--- src/rtl/dmwbc_pkg.sv ---
// shared types and constants for the direct-mapped write-back cache
// used by dmwbc_ctrl, dmwbc_datapath and direct_mapped_write_back_cache
`default_nettype none

package dmwbc_pkg;

    localparam int ADDR_W     = 16;
    localparam int DATA_W     = 32;
    localparam int COST_W     = 10;
    localparam int ACOST_W    = 12;
    localparam int CFG_IDX_W  = 2;

    localparam int MEM_BYTES  = 65536;
    localparam int LINE_BYTES = 16;
    localparam int NUM_LINES  = 64;
    localparam int WORD_BYTES = 4;

    localparam int LINE_WORDS = LINE_BYTES / WORD_BYTES;
    localparam int BYTE_OFF_W = $clog2(WORD_BYTES);
    localparam int WOFF_W     = $clog2(LINE_WORDS);
    localparam int LOFF_W     = $clog2(LINE_BYTES);
    localparam int IDX_W      = $clog2(NUM_LINES);
    localparam int MEM_ROWS   = MEM_BYTES / LINE_BYTES;
    localparam int ROW_W      = $clog2(MEM_ROWS);
    localparam int TAG_W      = ROW_W - IDX_W;

    // operation codes
    localparam logic CMD_READ  = 1'b0;
    localparam logic CMD_WRITE = 1'b1;

    // configuration register indexes
    localparam logic [CFG_IDX_W-1:0] CFG_DRAM_READ   = 2'd0;
    localparam logic [CFG_IDX_W-1:0] CFG_DRAM_WRITE  = 2'd1;
    localparam logic [CFG_IDX_W-1:0] CFG_CACHE_READ  = 2'd2;
    localparam logic [CFG_IDX_W-1:0] CFG_CACHE_WRITE = 2'd3;

    localparam logic [COST_W-1:0] DRAM_READ_RST   = 10'd100;
    localparam logic [COST_W-1:0] DRAM_WRITE_RST  = 10'd50;
    localparam logic [COST_W-1:0] CACHE_READ_RST  = 10'd1;
    localparam logic [COST_W-1:0] CACHE_WRITE_RST = 10'd1;

    typedef logic [LINE_WORDS-1:0][DATA_W-1:0] line_t;

    typedef struct packed {
        logic             dirty;
        logic [TAG_W-1:0] tag;
    } tag_entry_t;

    typedef enum logic [1:0] {
        ST_CLEAR,
        ST_IDLE,
        ST_LOOK,
        ST_RESP
    } state_t;

    typedef struct packed {
        logic clear_we;
        logic accept;
        logic look;
        logic resp_load;
    } ctrl_cmd_t;

    typedef struct packed {
        logic clear_done;
        logic out_free;
    } dp_status_t;

endpackage

`default_nettype wire

--- src/rtl/dmwbc_ctrl.sv ---
// controller state machine: memory clear after reset, accept, lookup, response
// depends on dmwbc_pkg
`default_nettype none

module dmwbc_ctrl (
    input  wire logic                  clk,
    input  wire logic                  rst_n,
    input  wire logic                  in_valid,
    output logic                       in_stall,
    input  wire dmwbc_pkg::dp_status_t status,
    output dmwbc_pkg::ctrl_cmd_t       ctl,
    output dmwbc_pkg::state_t          ctrl_state
);

    dmwbc_pkg::state_t state_reg;
    dmwbc_pkg::state_t state_next;

    always_ff @(posedge clk or negedge rst_n)
    begin
        if (!rst_n)
        begin
            state_reg <= dmwbc_pkg::ST_CLEAR;
        end
        else
        begin
            state_reg <= state_next;
        end
    end

    always_comb
    begin
        state_next = state_reg;
        case (state_reg)
            dmwbc_pkg::ST_CLEAR:
            begin
                if (status.clear_done)
                begin
                    state_next = dmwbc_pkg::ST_IDLE;
                end
            end
            dmwbc_pkg::ST_IDLE:
            begin
                if (in_valid)
                begin
                    state_next = dmwbc_pkg::ST_LOOK;
                end
            end
            dmwbc_pkg::ST_LOOK:
            begin
                state_next = dmwbc_pkg::ST_RESP;
            end
            dmwbc_pkg::ST_RESP:
            begin
                if (status.out_free)
                begin
                    state_next = dmwbc_pkg::ST_IDLE;
                end
            end
            default:
            begin
                state_next = dmwbc_pkg::ST_IDLE;
            end
        endcase
    end

    always_comb
    begin
        in_stall      = 1'b1;
        ctl.clear_we  = 1'b0;
        ctl.accept    = 1'b0;
        ctl.look      = 1'b0;
        ctl.resp_load = 1'b0;
        case (state_reg)
            dmwbc_pkg::ST_CLEAR:
            begin
                ctl.clear_we = 1'b1;
            end
            dmwbc_pkg::ST_IDLE:
            begin
                in_stall   = 1'b0;
                ctl.accept = in_valid;
            end
            dmwbc_pkg::ST_LOOK:
            begin
                ctl.look = 1'b1;
            end
            dmwbc_pkg::ST_RESP:
            begin
                ctl.resp_load = status.out_free;
            end
            default:
            begin
                in_stall = 1'b1;
            end
        endcase
    end

    assign ctrl_state = state_reg;

endmodule

`default_nettype wire

--- config.mk ---
export PLATFORM = sky130hd
export DESIGN_NAME = dmwbc_ctrl
export DESIGN_NICKNAME = d
export VERILOG_FILES = /design/src/rtl/dmwbc_pkg.sv /design/src/rtl/dmwbc_ctrl.sv
export SDC_FILE = /design/constraint.sdc
export NUM_CORES = 1
export LEC_CHECK = 0
export BUFFER_PORTS_ARGS = -buffer_cell sky130_fd_sc_hd__buf_2
export CELL_PAD_IN_SITES_DETAIL_PLACEMENT = 0
export CELL_PAD_IN_SITES_GLOBAL_PLACEMENT = 1
export CORE_AREA = 4 4 41 43
export CTS_CLUSTER_SIZE = 25
export DETAILED_ROUTE_END_ITERATION = 7
export DIE_AREA = 0 0 45 47
export GPL_ROUTABILITY_DRIVEN = 0
export PLACE_DENSITY_LB_ADDON = 0.15
export SLEW_MARGIN = 20
export SYNTH_ARGS = -nofsm -noshare
export SYNTH_HDL_FRONTEND = slang
export SYNTH_SLANG_ARGS = --single-unit
export TNS_END_PERCENT = 50
--- constraint.sdc ---
create_clock -name clk -period 4.2 [get_ports clk]
set_input_delay 0.42 -clock clk [delete_from_list [all_inputs] [get_ports clk]]
set_output_delay 0.42 -clock clk [all_outputs]
set_load 0.03 [all_outputs]
=== Word-level counts from Yosys, hierarchy flattened ===
Cells that the tools add are included.

* Bits in registers: 2
* Output and inout bits: 7
* Bits of input ports: 5

* Reductions and logical operators: 2
* Eq/ne operators: 6
* Multiplexer cells: 9

{| class="wikitable"
|+ Operators by type and width
! kind !! count
|-
| 2-bit one-hot mux with 4 select lines || 1
|-
| 2-bit 2-to-1 mux || 3
|-
| 2-bit != test (second input constant) || 3
|-
| 1-bit 2-to-1 mux || 5
|-
| 2-bit == test (second input constant) || 2
|-
| 3-bit AND reduction || 1
|-
| 2-bit by 1-bit == test with 1-bit output (second input constant) || 1
|-
| 2-bit zero test || 1
|}

=== Logic depth before layout (Yosys ltp) ===
* Depth after elaboration: 3
* Mapped depth: 4

=== Least setup slack after synthesis ===
Ideal clock, no wire load.

* Kind: register -> register
* From: reg state_reg[0], in the netlist ctrl_state[0]
* To: reg state_reg[1], in the netlist ctrl_state[1]
* Setup time: 127 ps
* Cell stages (with the launch flop): 5
* Path slack: 2282 ps
* Arrival time: 1790 ps
* Path buffers: 0
* Clock period less this slack: 1918 ps
* Cells stage by stage: dfrtp_1 > inv_1 > ha_1 > a222oi_1 > mux2_1

* Cells in the longest elaborated chain, start to end: 3
* Elaborated cells on any way between the ends: 9
* Those cells by class: eq/ne: 6; mux: 1; reduce/logical: 2

{| class="wikitable"
|+ RTL lines
! what !! RTL line !! text
|-
| from (decl) || dmwbc_ctrl.sv:15 || <nowiki>dmwbc_pkg::state_t state_reg;</nowiki>
|-
| from (signal assigned) || dmwbc_ctrl.sv:22 || <nowiki>state_reg <= dmwbc_pkg::ST_CLEAR;</nowiki>
|-
| from (signal assigned) || dmwbc_ctrl.sv:26 || <nowiki>state_reg <= state_next;</nowiki>
|-
| 2-bit == test (tied with other cells) || dmwbc_ctrl.sv:33 || <nowiki>case (state_reg)</nowiki>
|-
| 2-bit != test (no line) || -- ||
|-
| 3-bit AND reduction (no line) || -- ||
|}

Parallel ways exist; a longest one is shown, timed or not.
A chain may end at the register's enable or synchronous reset.

==> parameters.txt <==
Parameter                              Value

Clocking
  Maximum level of the CTS H-tree    1
  Number of sinks driven by the clock tree    2
  Number of buffers between clock root and the deepest sink    2
  Clock tree from TritonCTS    built
  Worst skew pair latency    between 200 and 250 ps
  Cell at the root of the clock tree    sky130_fd_sc_hd__clkbuf_4
  Clock transition at the register clock pins on the worst setup and hold paths after CTS    ~30 ps
  Number of buffers inserted to repair setup after CTS    0
  Cts bufs inserted    3

Setup path
  Crit path max fanout    5
  Cell chain of the critical path    inv_1 -> ha_1 -> inv_1 -> nor2_1 -> buf_2
  Worst-path cell with the longest stage delay    sky130_fd_sc_hd__dfrtp_1
  Kind of cell with the highest combined delay on the critical path    flip-flops
  Critical Setup Path Class    flip-flop to primary output
  CP bufs+invs    3
  Startpoint kind of the worst setup timing path    flip-flop
  Critical path data arrival time    ~1300 ps
  Capturing element type of the critical path    primary output
  Critical path's largest stage delay    400 ps
  Crit-path most repeated cell    sky130_fd_sc_hd__inv_1
  Required time of the critical path    approximately 3800 ps

STA
  Worst Skew    approximately 2.1 ps
  Worst rel slew slack    0.684
  Final number of setup-violating endpoints    0
  Max-slew violations    0
  Achievable frequency    596 MHz
  Period minus WS final    around 1700 ps
  Share of the clock period used by the worst path    0.399
  Hold Violations, Final    0
  Final total negative setup slack    0 ps
  Worst slew pin tran    around 470 ps
  Unrepaired setup endpoints after global routing    false

Placement
  Placed instance count    43
  Cell area reported after detailed placement    about 240 um2
  Number of input and output port buffers inserted    11

Global routing
  Gr usage total    0.0506
  Antenna violations before repair    0
  Maximum number of pins on one net before global-route repair    6
  Vias in the first global route    around 170
  Global-route wire length before repair    662 um
  Total congestion overflow after global routing    0

Synthesis
  Post-synth top area share    0.303
  Avg Cell Area, Syn    9.72 um2
  Ranking of synthesized cells by area    sky130_fd_sc_hd__dfrtp_1 (30%), sky130_fd_sc_hd__ha_1 (30%), sky130_fd_sc_hd__inv_1 (14%)
  Most numerous cell in the Yosys netlist    sky130_fd_sc_hd__inv_1
  Number of distinct library cells after synthesis    8
  Cell area after technology mapping    around 170 um2
  Sequential area share after synthesis    0.303
  Top_reg_cell synth    sky130_fd_sc_hd__dfrtp_1
  Yosys top cell by area    sky130_fd_sc_hd__dfrtp_1
  Net count of the mapped netlist    26
  EDFF count, synth    0
  Cell count after synthesis    17
  List of most frequent post-synthesis cells    sky130_fd_sc_hd__inv_1 (6), sky130_fd_sc_hd__ha_1 (4), sky130_fd_sc_hd__dfrtp_1 (2)
  Async set or reset register ratio after synthesis    1.00
  Number of warnings issued by yosys    0
  Post-synthesis register bit count    2

Layout
  Final cell count without fillers    between 40 and 50
  Flip-flop count of the largest register after layout    2
  Proportion of layout cells with a drive suffix above 1    0.469
  Area growth from synthesis to layout    64.4%
  Final core utilization    0.209
  Fill cell total of the finished layout    around 150
  Post-route standard cell area excluding fillers    ~270 um2
  Antenna cells    0
  Number of nets in the final layout    between 40 and 50

Route
  Post-detailed-route DRC marker count    0
  Wire length after detailed routing    roughly 430 um
  Total number of vias    166
  Antenna violation net count after detailed routing    0
  Detail-routed net length per standard cell    a little over 9 um
  DR iter-0 viols    5
  Number of search-and-repair iterations in the first detailed-routing pass    4
  Vias/cell    roughly 3.5

Floorplan
  Number of ports placed on the die boundary    12
  Placeable core region    1300 um2
  Initial Util    0.127
  Horizontal die dimension    ~45 um
  Area enclosed by the die boundary    around 2100 um2
  Die Height    around 47 um
  Row Count    13

Power and ir drop
  Largest vdd supply drop    about 230 uV
  Leak    0.169 nW
  Power per cell area    878 nW/um2
  Post-layout power    238 uW

Status
  Status    completed

Hold path
  Type of the most critical hold path    primary input to asynchronous set/reset pin

Run
  Max-cap violations    0
cells in the final DEF (no fill, tap or decap):
cell type                       synthesis  final
sky130_fd_sc_hd__clkbuf_4               0      3
sky130_fd_sc_hd__buf_2                  0     11
sky130_fd_sc_hd__mux2_1                 1      1
sky130_fd_sc_hd__inv_1                  6      6
sky130_fd_sc_hd__and2_2                 1      1
sky130_fd_sc_hd__dlygate4sd3_1          0      1
sky130_fd_sc_hd__mux2i_1                1      1
sky130_fd_sc_hd__ha_1                   4      4
sky130_fd_sc_hd__dfrtp_1                2      2
sky130_fd_sc_hd__a222oi_1               1      1
sky130_fd_sc_hd__nor2_1                 1      1
path summary, 6_finish.rpt:
| check | cells past startpoint | start | endpoint | slack [ps] |
|---|---|---|---|---|
| min in group clk | 1 | ctrl_state[1]$_DFFE_PN0P_ | ctrl_state[1]$_DFFE_PN0P_ | 560 |
| max in group asynchronous | 2 | rst_n | ctrl_state[1]$_DFFE_PN0P_ | 3590 |
| worst min-delay path | 2 | rst_n | ctrl_state[0]$_DFFE_PN0P_ | 510 |
| worst min register to register | 1 | ctrl_state[1]$_DFFE_PN0P_ | ctrl_state[1]$_DFFE_PN0P_ | 560 |
| worst max register to register | 4 | ctrl_state[0]$_DFFE_PN0P_ | ctrl_state[1]$_DFFE_PN0P_ | 2540 |
| worst max-delay path | 5 | ctrl_state[1]$_DFFE_PN0P_ | ctl[2] | 2520 |
power breakdown:
part           internal, mW  switching [mW]
logic                0.0516           0.103
clock network        0.0316          0.0119
registers            0.0299          0.0103
total                 0.113           0.125
layer usage:
layer	vias to the layer above	part of all wire	routed length, um	track usage
li1	83	-	-	-
met1	70	0.40	171	0.0432
met2	11	0.42	183	0.0678
met3	2	0.14	61	0.0230
met4	0	0.035	15	0.0877
met5	-	0	0	0
cell families after synthesis:
kind of cell / share of synthesized area
buffers and inverters: 0.136
adder cells (fa/ha/maj): 0.303
multiplexers: 0.129
AND/OR/NAND/NOR: 0.0682
flip-flops: 0.303
AO/OA/AOI/OAI: 0.0606
timing repair:
item,in CTS,in global routing
setup endpoints to repair,0,0
hold endpoints to repair,2,0
hold buffers,1,0
gates resized for setup,0,0
metrics by stage:
| step | setup WS [ps] | hold WS (ps) |
|---|---|---|
| 2_1_floorplan | 2280 | 124 |
| 3_3_place_gp | 2520 | 205 |
| 3_5_place_dp | 2520 | 206 |
| 4_1_cts | 2490 | 498 |
| 5_1_grt | 2390 | 504 |
| 6_report | 2520 | 509 |
final cells by class:
class / count / area [um2] / share of cell area
Multi-Input combinational cell: 9 / 92.6 / 0.341
Tap cell: 15 / 18.8 / 0.0691
Inverter: 6 / 22.5 / 0.0829
Sequential cell: 2 / 50.0 / 0.184
Clock buffer: 3 / 22.5 / 0.0829
Timing Repair Buffer: 12 / 65.1 / 0.240
Note: power is estimated with default switching activity, not from simulation.
